File: config.mk
export PLATFORM = sky130hd
export DESIGN_NAME = morse_keying_sequencer_top_flat
export DESIGN_NICKNAME = d
export VERILOG_FILES = /design/src/design/mks_pkg.sv /design/src/design/mks_if.sv /design/src/design/morse_keying_sequencer_top.sv /design/src/flat_wrapper.sv
export SDC_FILE = /design/constraint.sdc
export NUM_CORES = 1
export LEC_CHECK = 0
export ABC_AREA = 1
export BUFFER_PORTS_ARGS = -buffer_cell sky130_fd_sc_hd__buf_2
export CAP_MARGIN = 5
export CORE_ASPECT_RATIO = 1.25
export CORE_UTILIZATION = 52
export DETAILED_ROUTE_END_ITERATION = 10
export PLACE_DENSITY = 0.79
export SYNTH_ARGS = -nofsm -noshare
export SYNTH_HDL_FRONTEND = slang
export SYNTH_SLANG_ARGS = --single-unit
File: constraint.sdc
create_clock -name clk -period 3.5 [get_ports clk]
set_clock_uncertainty 0.2 [all_clocks]
set_input_delay 0.35 -clock clk [delete_from_list [all_inputs] [get_ports clk]]
set_output_delay 0.35 -clock clk [all_outputs]
set_load 0.005 [all_outputs]
File: src/design/mks_pkg.sv
// Package for the Morse keying sequencer: sizes, segment kinds, the element
// table and the character lookup. Used by the interfaces, the top level and
// its checker.
package mks_pkg;

  // Most elements sent per character.
  localparam int MAX_ELEMENTS = 6;
  // Width of the saturating unsent-character counter.
  localparam int COUNT_WIDTH  = 16;

  localparam int CHAR_W   = 8;
  localparam int KIND_W   = 3;
  localparam int TICK_W   = 16;
  localparam int DUR_W    = 19;
  localparam int SHOWN_W  = 16;
  localparam int ROW_W    = 6;
  localparam int ROWS     = 39;
  localparam int ROW_IDX_W = $clog2(ROWS);
  localparam int TLEN_W   = 3;
  localparam int LEN_W    = $clog2(MAX_ELEMENTS + 1);

  localparam logic [TICK_W-1:0] DOT_TICKS_RST = 16'd50;

  localparam logic [CHAR_W-1:0] CH_SPACE = 8'd32;
  localparam logic [CHAR_W-1:0] CH_A     = 8'd65;
  localparam logic [CHAR_W-1:0] CH_Z     = 8'd90;
  localparam logic [CHAR_W-1:0] CH_0     = 8'd48;
  localparam logic [CHAR_W-1:0] CH_9     = 8'd57;
  localparam logic [CHAR_W-1:0] CH_DOT   = 8'd46;
  localparam logic [CHAR_W-1:0] CH_COMMA = 8'd44;
  localparam logic [CHAR_W-1:0] CH_SEMI  = 8'd59;

  localparam logic [ROW_IDX_W-1:0] ROW_DIGIT0 = 6'd26;
  localparam logic [ROW_IDX_W-1:0] ROW_DOT    = 6'd36;
  localparam logic [ROW_IDX_W-1:0] ROW_COMMA  = 6'd37;
  localparam logic [ROW_IDX_W-1:0] ROW_SEMI   = 6'd38;

  typedef enum logic [KIND_W-1:0] {
    SEG_DOT         = 3'd0,
    SEG_DASH        = 3'd1,
    SEG_ELEM_GAP    = 3'd2,
    SEG_LETTER_GAP  = 3'd3,
    SEG_WORD_GAP    = 3'd4,
    SEG_UNKNOWN_GAP = 3'd5
  } seg_kind_t;

  // Row entry: {length, pattern}; pattern bit j is 1 when element j is a dash.
  localparam logic [TLEN_W+ROW_W-1:0] CODE_ROWS [ROWS] = '{
    {3'd2, 6'b000010}, {3'd4, 6'b000001}, {3'd4, 6'b000101}, {3'd3, 6'b000001},
    {3'd1, 6'b000000}, {3'd4, 6'b000100}, {3'd3, 6'b000011}, {3'd4, 6'b000000},
    {3'd2, 6'b000000}, {3'd4, 6'b001110}, {3'd3, 6'b000101}, {3'd4, 6'b000010},
    {3'd2, 6'b000011}, {3'd2, 6'b000001}, {3'd3, 6'b000111}, {3'd4, 6'b000110},
    {3'd4, 6'b001011}, {3'd3, 6'b000010}, {3'd3, 6'b000000}, {3'd1, 6'b000001},
    {3'd3, 6'b000100}, {3'd4, 6'b001000}, {3'd3, 6'b000110}, {3'd4, 6'b001001},
    {3'd4, 6'b001101}, {3'd4, 6'b000011},
    {3'd5, 6'b011111}, {3'd5, 6'b011110}, {3'd5, 6'b011100}, {3'd5, 6'b011000},
    {3'd5, 6'b010000}, {3'd5, 6'b000000}, {3'd5, 6'b000001}, {3'd5, 6'b000011},
    {3'd5, 6'b000111}, {3'd5, 6'b001111},
    {3'd6, 6'b101010}, {3'd6, 6'b110011}, {3'd6, 6'b010101}
  };

  typedef struct packed {
    logic             hit;
    logic [LEN_W-1:0] len;
    logic [ROW_W-1:0] pat;
  } row_t;

  // Map a character to its table row; length clipped to MAX_ELEMENTS.
  function automatic row_t lookup_row(input logic [CHAR_W-1:0] c);
    row_t                          r;
    logic [ROW_IDX_W-1:0]          idx;
    logic [TLEN_W+ROW_W-1:0]       ent;
    logic [TLEN_W-1:0]             tlen;
    r   = '0;
    idx = '0;
    if (c >= CH_A && c <= CH_Z) begin
      r.hit = 1'b1;
      idx   = ROW_IDX_W'(c - CH_A);
    end else if (c >= CH_0 && c <= CH_9) begin
      r.hit = 1'b1;
      idx   = ROW_DIGIT0 + ROW_IDX_W'(c - CH_0);
    end else if (c == CH_DOT) begin
      r.hit = 1'b1;
      idx   = ROW_DOT;
    end else if (c == CH_COMMA) begin
      r.hit = 1'b1;
      idx   = ROW_COMMA;
    end else if (c == CH_SEMI) begin
      r.hit = 1'b1;
      idx   = ROW_SEMI;
    end
    ent  = CODE_ROWS[idx];
    tlen = ent[TLEN_W+ROW_W-1:ROW_W];
    r.pat = ent[ROW_W-1:0];
    if (32'(tlen) > MAX_ELEMENTS) begin
      r.len = LEN_W'(MAX_ELEMENTS);
    end else begin
      r.len = LEN_W'(tlen);
    end
    return r;
  endfunction

endpackage

File: src/design/mks_if.sv
// Channel interfaces for the Morse keying sequencer: character input,
// segment output and the unit-length configuration write.
// Depends on mks_pkg for field widths.

interface mks_in_if;
  import mks_pkg::*;
  logic              valid;
  logic              ready;
  logic [CHAR_W-1:0] char_code;
  modport source (output valid, output char_code, input ready);
  modport sink   (input valid, input char_code, output ready);
endinterface

interface mks_out_if;
  import mks_pkg::*;
  logic               valid;
  logic               ready;
  logic [KIND_W-1:0]  segment_kind;
  logic               key_on;
  logic [DUR_W-1:0]   duration_ticks;
  logic [SHOWN_W-1:0] unsent_count;
  logic               last;
  modport source (output valid, output segment_kind, output key_on,
                  output duration_ticks, output unsent_count, output last,
                  input ready);
  modport sink   (input valid, input segment_kind, input key_on,
                  input duration_ticks, input unsent_count, input last,
                  output ready);
endinterface

interface mks_cfg_if;
  import mks_pkg::*;
  logic              valid;
  logic              ready;
  logic [TICK_W-1:0] data;
  modport source (output valid, output data, input ready);
  modport sink   (input valid, input data, output ready);
endinterface

File: src/design/morse_keying_sequencer_top.sv
// Morse keying sequencer top level: lookup, segment sequencer and output
// register. Depends on mks_pkg and the channel interfaces in mks_if.sv.
//
// One character is taken per transfer on in_ch and turned into timed keying
// segments on out_ch, one segment per cycle while out_ch is ready. A character
// that yields n segments (1 for space or an unknown code, up to 12 for a
// six-element mark) is accepted and its row looked up, then the sequencer
// issues them in turn; in_ch stays not ready until the last one is issued.
// The sequencer's single shift-and-add unit forms each duration (1, 3 or 5
// times dot_ticks). Output stalls hold the sequencer. The last segment sits in
// the output register while the next character is accepted. dot_ticks is
// written through cfg_ch (always ready) and resets to 50.

module morse_keying_sequencer_top (
  input  logic clk,
  input  logic rst_n,
  mks_in_if.sink    in_ch,
  mks_out_if.source out_ch,
  mks_cfg_if.sink   cfg_ch
);
  import mks_pkg::*;

  typedef enum logic [1:0] {
    S_IDLE = 2'b01,
    S_RUN  = 2'b10
  } state_t;

  state_t                 state_r, state_nxt;
  logic [TICK_W-1:0]      dot_r;
  logic [COUNT_WIDTH-1:0] cnt_r, cnt_nxt;
  logic [ROW_W-1:0]       pat_r, pat_nxt;
  logic [LEN_W-1:0]       rem_r, rem_nxt;
  logic                   gap_r, gap_nxt;
  logic                   single_r, single_nxt;
  seg_kind_t              single_kind_r, single_kind_nxt;

  logic                   out_valid_r, out_valid_nxt;
  seg_kind_t              kind_r;
  logic                   key_on_r;
  logic [DUR_W-1:0]       dur_r;
  logic [SHOWN_W-1:0]     shown_r;
  logic                   last_r;

  logic                   in_fire;
  logic                   gen;
  row_t                   row;
  seg_kind_t              seg_kind;
  logic                   seg_last;
  logic [DUR_W-1:0]       addend;
  logic [DUR_W-1:0]       seg_dur;
  logic [31:0]            cnt_ext;
  logic [SHOWN_W-1:0]     shown;

  assign in_ch.ready  = (state_r == S_IDLE);
  assign cfg_ch.ready = 1'b1;
  assign in_fire      = in_ch.valid && in_ch.ready;
  assign gen          = (state_r == S_RUN) && (!out_valid_r || out_ch.ready);
  assign row          = lookup_row(in_ch.char_code);

  // Pick the next segment from the sequencer state.
  always_comb begin
    seg_kind = SEG_LETTER_GAP;
    seg_last = 1'b0;
    if (single_r) begin
      seg_kind = single_kind_r;
      seg_last = 1'b1;
    end else if (gap_r) begin
      seg_kind = SEG_ELEM_GAP;
    end else if (rem_r != '0) begin
      seg_kind = pat_r[0] ? SEG_DASH : SEG_DOT;
    end else begin
      seg_kind = SEG_LETTER_GAP;
      seg_last = 1'b1;
    end
  end

  // Shared duration unit: dot_ticks plus 0, 2x or 4x dot_ticks.
  always_comb begin
    unique case (seg_kind) inside
      SEG_DASH, SEG_LETTER_GAP:      addend = DUR_W'({dot_r, 1'b0});
      SEG_WORD_GAP, SEG_UNKNOWN_GAP: addend = DUR_W'({dot_r, 2'b00});
      default:                       addend = '0;
    endcase
    seg_dur = DUR_W'(dot_r) + addend;
  end

  // Report the counter, clipped to the field width.
  assign cnt_ext = 32'(cnt_r);
  assign shown   = (cnt_ext > 32'(16'hFFFF)) ? 16'hFFFF : cnt_ext[SHOWN_W-1:0];

  // Sequencer: load on accept, advance one segment per issue.
  always_comb begin
    state_nxt       = state_r;
    cnt_nxt         = cnt_r;
    pat_nxt         = pat_r;
    rem_nxt         = rem_r;
    gap_nxt         = gap_r;
    single_nxt      = single_r;
    single_kind_nxt = single_kind_r;
    unique case (state_r)
      S_IDLE: begin
        if (in_fire) begin
          state_nxt = S_RUN;
          pat_nxt   = row.pat;
          rem_nxt   = row.len;
          gap_nxt   = 1'b0;
          if (in_ch.char_code == CH_SPACE) begin
            single_nxt      = 1'b1;
            single_kind_nxt = SEG_WORD_GAP;
          end else if (!row.hit) begin
            single_nxt      = 1'b1;
            single_kind_nxt = SEG_UNKNOWN_GAP;
            if (cnt_r != {COUNT_WIDTH{1'b1}}) begin
              cnt_nxt = cnt_r + 1'b1;
            end
          end else begin
            single_nxt = 1'b0;
          end
        end
      end
      S_RUN: begin
        if (gen) begin
          if (seg_last) begin
            state_nxt  = S_IDLE;
            single_nxt = 1'b0;
          end else if (gap_r) begin
            gap_nxt = 1'b0;
          end else begin
            pat_nxt = pat_r >> 1;
            rem_nxt = rem_r - 1'b1;
            gap_nxt = (rem_r > LEN_W'(1));
          end
        end
      end
      default: state_nxt = S_IDLE;
    endcase
  end

  // Hold the output register until taken.
  always_comb begin
    out_valid_nxt = out_valid_r;
    if (gen) begin
      out_valid_nxt = 1'b1;
    end else if (out_ch.ready) begin
      out_valid_nxt = 1'b0;
    end
  end

  always_ff @(posedge clk) begin
    if (!rst_n) begin
      state_r       <= S_IDLE;
      dot_r         <= DOT_TICKS_RST;
      cnt_r         <= '0;
      single_r      <= 1'b0;
      single_kind_r <= SEG_WORD_GAP;
      gap_r         <= 1'b0;
      rem_r         <= '0;
      out_valid_r   <= 1'b0;
    end else begin
      state_r       <= state_nxt;
      cnt_r         <= cnt_nxt;
      single_r      <= single_nxt;
      single_kind_r <= single_kind_nxt;
      gap_r         <= gap_nxt;
      rem_r         <= rem_nxt;
      out_valid_r   <= out_valid_nxt;
      if (cfg_ch.valid && cfg_ch.ready) begin
        dot_r <= cfg_ch.data;
      end
    end
  end

  // Payload registers.
  always_ff @(posedge clk) begin
    pat_r <= pat_nxt;
    if (gen) begin
      kind_r   <= seg_kind;
      key_on_r <= (seg_kind == SEG_DOT) || (seg_kind == SEG_DASH);
      dur_r    <= seg_dur;
      shown_r  <= shown;
      last_r   <= seg_last;
    end
  end

  assign out_ch.valid          = out_valid_r;
  assign out_ch.segment_kind   = kind_r;
  assign out_ch.key_on         = key_on_r;
  assign out_ch.duration_ticks = dur_r;
  assign out_ch.unsent_count   = shown_r;
  assign out_ch.last           = last_r;

endmodule

File: src/flat_wrapper.sv
// flat-port wrapper written by rule: the top's interface ports become plain ports
module morse_keying_sequencer_top_flat import mks_pkg::*;
  (clk, rst_n, in_ch_valid, in_ch_char_code, in_ch_ready, out_ch_valid, out_ch_segment_kind, out_ch_key_on, out_ch_duration_ticks, out_ch_unsent_count, out_ch_last, out_ch_ready, cfg_ch_valid, cfg_ch_data, cfg_ch_ready);
  mks_in_if in_ch_i ();
  mks_out_if out_ch_i ();
  mks_cfg_if cfg_ch_i ();
  input  logic clk;
  input  logic rst_n;
  input wire logic [$bits(in_ch_i.valid)-1:0] in_ch_valid;
  input wire logic [$bits(in_ch_i.char_code)-1:0] in_ch_char_code;
  output wire logic [$bits(in_ch_i.ready)-1:0] in_ch_ready;
  output wire logic [$bits(out_ch_i.valid)-1:0] out_ch_valid;
  output wire logic [$bits(out_ch_i.segment_kind)-1:0] out_ch_segment_kind;
  output wire logic [$bits(out_ch_i.key_on)-1:0] out_ch_key_on;
  output wire logic [$bits(out_ch_i.duration_ticks)-1:0] out_ch_duration_ticks;
  output wire logic [$bits(out_ch_i.unsent_count)-1:0] out_ch_unsent_count;
  output wire logic [$bits(out_ch_i.last)-1:0] out_ch_last;
  input wire logic [$bits(out_ch_i.ready)-1:0] out_ch_ready;
  input wire logic [$bits(cfg_ch_i.valid)-1:0] cfg_ch_valid;
  input wire logic [$bits(cfg_ch_i.data)-1:0] cfg_ch_data;
  output wire logic [$bits(cfg_ch_i.ready)-1:0] cfg_ch_ready;
  assign in_ch_i.valid = in_ch_valid;
  assign in_ch_i.char_code = in_ch_char_code;
  assign in_ch_ready = in_ch_i.ready;
  assign out_ch_valid = out_ch_i.valid;
  assign out_ch_segment_kind = out_ch_i.segment_kind;
  assign out_ch_key_on = out_ch_i.key_on;
  assign out_ch_duration_ticks = out_ch_i.duration_ticks;
  assign out_ch_unsent_count = out_ch_i.unsent_count;
  assign out_ch_last = out_ch_i.last;
  assign out_ch_i.ready = out_ch_ready;
  assign cfg_ch_i.valid = cfg_ch_valid;
  assign cfg_ch_i.data = cfg_ch_data;
  assign cfg_ch_ready = cfg_ch_i.ready;
  morse_keying_sequencer_top u_core (.clk(clk), .rst_n(rst_n), .in_ch(in_ch_i), .out_ch(out_ch_i), .cfg_ch(cfg_ch_i));
endmodule
==> flow_summary.ini, run 1 <==
[timing]
timing_hold_violations_final = 0
tns_ps = 0
period_needed_ps = 3270
worstMarginPinSlew_ps = 702
timing.final.max_slew_violations = 0
finalCritPeriodShare = 0.934
final.setup.worst_slack_ps = 230
setup_viol_count_final = 0
fmaxAchievable_ghz = 0.306
grt_setup_unrepaired = false
fin_worst_hold_slack_ps = 32.2
slew_headroom = 0.531

[finish]
fillerInstances = 808
most-common-layout-cells = 112 x nand2_1, 77 x inv_1, 70 x buf_2
drive_above_1_share = 0.214
antenna-diode-count = 0
nNetsFinal = 790
layout_commonest_cell = nand2_1
areaGrowthSynthToFinish_pct = 18.9

[synthesis]
count_of_flip_flops_with_a_built_in_enable_after_synthesis = 46
synthesis.area_per_instance_um2 = 8.25
count_of_mapped_cells_out_of_synthesis = 629
mappedNetlistArea_mm2 = 0.00519
synth-xor-area-share = 0.0405
ys_ff_latch = 87
synth_compound_gate_area_share = 0.157
postSynthNetCount = 695
yosysSeqAreaShare = 0.425
synth_mux_area_frac = 0
synth_top_family_by_area = simple AND/OR/NAND/NOR gates
yosys.area_share.adder = 0.0907
synth_simple_gate_area_frac = 0.214
synth_cell_type_count = 45
synth_ff_type = edfxtp_1
synthArstFlopShare = 0
synth_warnings = 0

[setup_path]
critical-path-max-stage-delay_ps = 390
worst-setup-path-type = register to register
timing.critical_path.cells = inv_1 > ha_1 > nand2_1 > o21ai_2 > inv_1 > nand2_2 > nand2_2 > buf_4 > o22ai_1 > ha_2 > a21oi_1 > or2_2 > nand3_2 > a21boi_2 > o21ai_1 > a21oi_1 > buf_4 > buf_4 > xor2_1
timing.critical_path.required_ps = 3390
top_cell_family_by_delay_on_the_critical_path = simple AND/OR/NAND/NOR gates
cp.arrival_ps = 3160
timing.critical_path.slowest_stage_cell = ha_2
cp_num_buf_inv = 5
cpMostUsedCell = buf_4
critical_path.startpoint_type = register
worst-path-max-fanout = 5
setup.worst_path.end_class = register

[die]
row_count = 40
design.core.area_mm2 = 0.00966
die_h_um = 114
effective_utilization_at_floorplan = 0.537
design.portCount = 72
floorplan.die.width_um = 91.3
fp.dieArea_mm2 = 0.0104

[detailed_routing]
wirelength_mm = 12.0
dr.first_iter.drc_count = 263
route.vias.total = 4728
routedWlPerCell_um = 14.0
ant_nets = 0
vias_per_cell = 5.53
drtPass1Iterations = 5
drc = 0

[run]
drv.max_cap_violation_count = 0

[pwr]
clock_power_share = 0.232
switching_power_mw = 1.31
sequentialPowerShare = 0.368
leakage_nw = 2.79
logic_gate_share_of_total_power = 0.400
power.density_mw_per_mm2 = 604
design_power_total_mw = 3.73
internal_power_mw = 2.42
peakVddDrop_v = 0.000264
swShare = 0.351

[clocking]
root_buffer = clkbuf_16
cts_made_buffers = 9
worstSkewPairLatency_ps = 340
h_tree_levels = 3
cts_tree = done
clk_pin_slew_worst_paths_ps = 60
cts-hold-fix-buffers = 0
clock_path_buffers = 2
clock_sinks = 87

[hold_path]
worstHoldPathType = primary input to register

[place]
gpl.final_weighted_congestion = 0.888
place_ws_ps = -65.5
port-buffer-count = 70
hpwl_after_detailed_placement_mm = 8.76

[status]
outcome = complete, no violations

[global_routing]
grt_use_total = 0.239
grt_pass1_wl_mm = 19.8
antenna_violations_before_repair = 0
grt_max_degree = 41
grt_pass1_vias = 4446
globalRouteOverflowTotal = 0
[logic make-up after synthesis]
| logic type | Yosys count |
|---|---|
| adder cells (fa/ha/maj) | 37 |
| buffers and inverters | 96 |
| AND/OR/NAND/NOR | 237 |
| XOR/XNOR | 24 |
| flip-flops | 87 |
| AO/OA/AOI/OAI | 147 |
| other | 1 |
[cell usage after synthesis (2+ instances only)]
cell type / number / share of area
a21boi_0: 2 / 0.0029
nand2_2: 5 / 0.0060
buf_4: 2 / 0.0029
clkbuf_1: 9 / 0.0065
nand3_2: 2 / 0.0039
edfxtp_1: 46 / 0.27
a22oi_1: 2 / 0.0029
nor2_1: 44 / 0.032
o21ai_0: 39 / 0.038
dfxtp_1: 41 / 0.16
nor3_1: 5 / 0.0048
or2_2: 2 / 0.0024
nand4_1: 11 / 0.013
a31oi_1: 4 / 0.0048
xor2_1: 17 / 0.029
o21ai_1: 8 / 0.0077
inv_1: 77 / 0.056
a211oi_1: 3 / 0.0043
xnor2_1: 7 / 0.012
nor3_2: 2 / 0.0039
ha_1: 36 / 0.087
nand3_4: 2 / 0.0068
nor2_2: 6 / 0.0072
o22ai_1: 15 / 0.018
o2111ai_1: 2 / 0.0034
a21oi_1: 66 / 0.064
nand2_1: 115 / 0.083
nor2_4: 4 / 0.0087
inv_2: 5 / 0.0036
nand3_1: 35 / 0.034
[per-layer routing]
layer  routed length (um)  GRT usage
met1                 4860      0.271
met3                  772     0.0493
met5                    0          0
met2                 6100      0.437
met4                  254      0.101
[tightest hold or removal path: cells and delay by family]
kind / cells / cell delay, ps
AOI/OAI and AO/OA: 2 / 110
buffers and inverters: 1 / 80
[through the flow]
stage	cells	area (um^2)	util
4_1_cts	849	6070	0.629
6_report	855	6170	0.638
3_5_place_dp	833	5800	0.601
5_1_grt	855	6170	0.638
2_1_floorplan	629	5190	-
3_3_place_gp	833	5800	0.601
[power by group through the flow]
stage | Clock [mW] | Sequential, mW | Combinational [mW]
floorplan | 0 | 1.39 | 0.922
global placement | 0 | 1.39 | 1.29
detailed placement | 0 | 1.39 | 1.35
CTS | 0.877 | 1.37 | 1.36
global route | 0.912 | 1.39 | 1.66
finish | 0.863 | 1.37 | 1.49
[registers in the layout, indices dropped and copies added (netlist names), 2 cells and up]
name	flops
u_core.pat_r	6
u_core.rem_r	3
u_core.out_ch.segment_kind	3
u_core.state_r	2
u_core.out_ch.unsent_count	16
u_core.dot_r	16
u_core.cnt_r	16
u_core.out_ch.duration_ticks	19
[what timing repair did]
item / in CTS / in global routing
endpoints found under the setup margin: 2 / 5
setup buffers: 0 / 5
gates cloned: 0 / 1
pin swaps: 0 / 5
resized for setup: 1 / 18
[worst paths after layout]
kind                                           endpoint  slack [ps]                         start  depth (start not counted)
max          u_core.out_ch.duration_ticks[15]$_DFFE_PP_         230  u_core.rem_r[0]$_SDFFE_PN0P_                         19
min                        u_core.dot_r[1]$_SDFFE_PN1P_          30                cfg_ch_data[1]                          3
max reg2reg  u_core.out_ch.duration_ticks[15]$_DFFE_PP_         230  u_core.rem_r[0]$_SDFFE_PN0P_                         19
min reg2reg   u_core.out_ch.duration_ticks[0]$_DFFE_PP_         230  u_core.dot_r[0]$_SDFFE_PN0P_                          0
[cell type report]
class | count | area, um^2 | area share
flip-flops and latches | 87 | 2200 | 0.357
clock buffers | 12 | 246 | 0.0400
repair buffers | 95 | 538 | 0.0872
inverters | 84 | 318 | 0.0515
clock inverters | 4 | 21.3 | 0.00345
well taps | 126 | 158 | 0.0256
multi-input cells | 447 | 2680 | 0.435
(Power assumes the default switching activity.)
==> run 2: changes to the inputs <==
CORE_MARGIN = 1.5   (was unset)
CORE_UTILIZATION = 56   (was 52)
PLACE_DENSITY = 0.81   (was 0.79)
clock period = 3.16 ns   (was 3.5 ns; I/O delays follow)
==> run 2 against run 1 <==
  * The flow now finishes with violations (negative setup slack)
  * Clock-buffer cell count decreased by 1
  * Setup slack worse by 280 ps
  * Design area up 6.2%
  * Clock power grew 16%
  * Power grew 26%
  * Via count rose by 4.5%
  * Fmax rose by 1.9%
  * Routed wire length is 11% higher
  * Combinational power rose by 46%
  * Critical endpoint is now u_core.out_ch.duration_ticks[16]$_DFFE_PP_
  * Largest cell class unchanged
  * Largest power group unchanged
==> flow_summary.ini, run 2 (synthesized netlist as in run 1, its figures left out) <==
[status]
outcome = finished with violations
violations = negative setup slack

[finish]
multi_input_comb_area_mm2 = 0.00287
drive_above_1_share = 0.278
fillerInstances = 651
layout_commonest_cell = nand2_1
postLayoutCoreUtil = 0.721
nNetsFinal = 809
fin_area_mm2 = 0.00655
most-common-layout-cells = 106 x nand2_1, 73 x inv_1, 70 x buf_2
antenna-diode-count = 0
final-seq-area_mm2 = 0.00220
areaGrowthSynthToFinish_pct = 26.2
flip_flop_count_of_the_largest_register_all_copies_and_words_added = 19

[timing]
timing.final.max_slew_violations = 0
fmaxAchievable_ghz = 0.311
final.setup.worst_slack_ps = -50.6
period_needed_ps = 3210
grt_setup_unrepaired = true
fin_worst_hold_slack_ps = 22.8
setup_viol_count_final = 2
worstMarginPinSlew_ps = 757
tns_ps = -72.5
finalCritPeriodShare = 1.02
slew_headroom = 0.495
timing_hold_violations_final = 0

[clocking]
root_buffer = clkbuf_16
clock_sinks = 87
worstSkewPairLatency_ps = 340
clk_pin_slew_worst_paths_ps = 60
h_tree_levels = 3
cts_tree = done
clock_path_buffers = 2
cts_made_buffers = 9

[pwr]
leakage_nw = 2.94
internal_power_mw = 3.00
logic_gate_share_of_total_power = 0.462
clock_power_share = 0.213
swShare = 0.361
peakVddDrop_v = 0.000389
switching_power_mw = 1.70
power.density_mw_per_mm2 = 719
sequentialPowerShare = 0.325

[global_routing]
grt_max_degree = 27
globalRouteOverflowTotal = 0
grt_pass1_wl_mm = 19.3
grt_use_total = 0.250
antenna_violations_before_repair = 0
grt_pass1_vias = 4512

[detailed_routing]
vias_per_cell = 5.68
drtPass1Iterations = 5
route.vias.total = 4943
drc = 0
ant_nets = 0
routedWlPerCell_um = 15.3
wirelength_mm = 13.3
dr.first_iter.drc_count = 389

[setup_path]
worst-setup-path-type = register to register
regToRegSetupSlack_ps = -50
setup.worst_path.end_class = register
cp.arrival_ps = 3100
worst-path-max-fanout = 8
critical_path.startpoint_type = register
timing.critical_path.required_ps = 3050

[place]
place_ws_ps = -198
hpwl_after_detailed_placement_mm = 8.90
port-buffer-count = 70
cell_area_after_placement_mm2 = 0.00591
gpl.final_weighted_congestion = 0.978

[die]
row_count = 39
effective_utilization_at_floorplan = 0.571
die_h_um = 111
fp.dieArea_mm2 = 0.00985
design.core.area_mm2 = 0.00908
design.portCount = 72
floorplan.die.width_um = 89.1

[run]
drv.max_cap_violation_count = 0

[hold_path]
worstHoldPathType = primary input to register
-- run 2: per-layer routing --
layer	track usage	routed length (um)
met1	0.289	5210
met2	0.438	6980
met3	0.0404	729
met4	0.121	407
met5	0	0
-- run 2: metrics by stage --
step,cells,power (mW)
5_1_grt,870,4.96
6_report,870,4.71
3_3_place_gp,842,3.10
4_1_cts,861,4.25
3_5_place_dp,842,3.19
2_1_floorplan,629,2.59
-- run 2: path summary, 6_finish.rpt --
kind,start,cells past startpoint,end
worst max register to register,u_core.rem_r[1]$_SDFFE_PN0P_,18,u_core.out_ch.duration_ticks[16]$_DFFE_PP_
worst min register to register,u_core.cnt_r[8]$_SDFFE_PN0P_,0,u_core.out_ch.unsent_count[8]$_DFFE_PP_
worst max-delay path,u_core.rem_r[1]$_SDFFE_PN0P_,18,u_core.out_ch.duration_ticks[16]$_DFFE_PP_
worst min-delay path,cfg_ch_data[4],3,u_core.dot_r[4]$_SDFFE_PN1P_
-- run 2: critical path: stages (launching register included) --
cell and delay, ps:
dfxtp_2 320, inv_2 70, ha_4 140, nand2_4 60
o21ai_4 180, inv_2 70, nand2_4 100, nand2_8 80
buf_4 180, o22ai_1 170, ha_1 320, a21oi_1 260
nor2_1 100, a211oi_2 200, o21ai_2 100, nand2_1 70
nand2_1 70, a21oi_2 170, xnor2_1 90
-- run 2: power groups by stage --
stage / logic [mW] / clock network, mW / registers, mW
3_5_place_dp: 1.65 / 0 / 1.54
6_report: 2.17 / 1.00 / 1.53
4_1_cts: 1.71 / 1.02 / 1.52
2_1_floorplan: 1.05 / 0 / 1.54
5_1_grt: 2.36 / 1.06 / 1.54
3_3_place_gp: 1.57 / 0 / 1.53
-- run 2: area by class of cell --
cell class,instances,area share
Multi-Input combinational cell,446,0.439
Sequential cell,87,0.337
Timing Repair Buffer,115,0.109
Inverter,84,0.0485
Clock buffer,11,0.0388
Tap cell,123,0.0235
Clock inverter,4,0.00440
-- run 2: timing repair --
| action | 4_1_cts | 5_1_grt |
|---|---|---|
| hold buffers | 1 | 0 |
| buffers inserted | 3 | 9 |
| hold endpoints to repair | 1 | 0 |
| endpoints found under the setup margin | 5 | 6 |
| gates resized for setup | 10 | 47 |
| pin swaps | 6 | 36 |
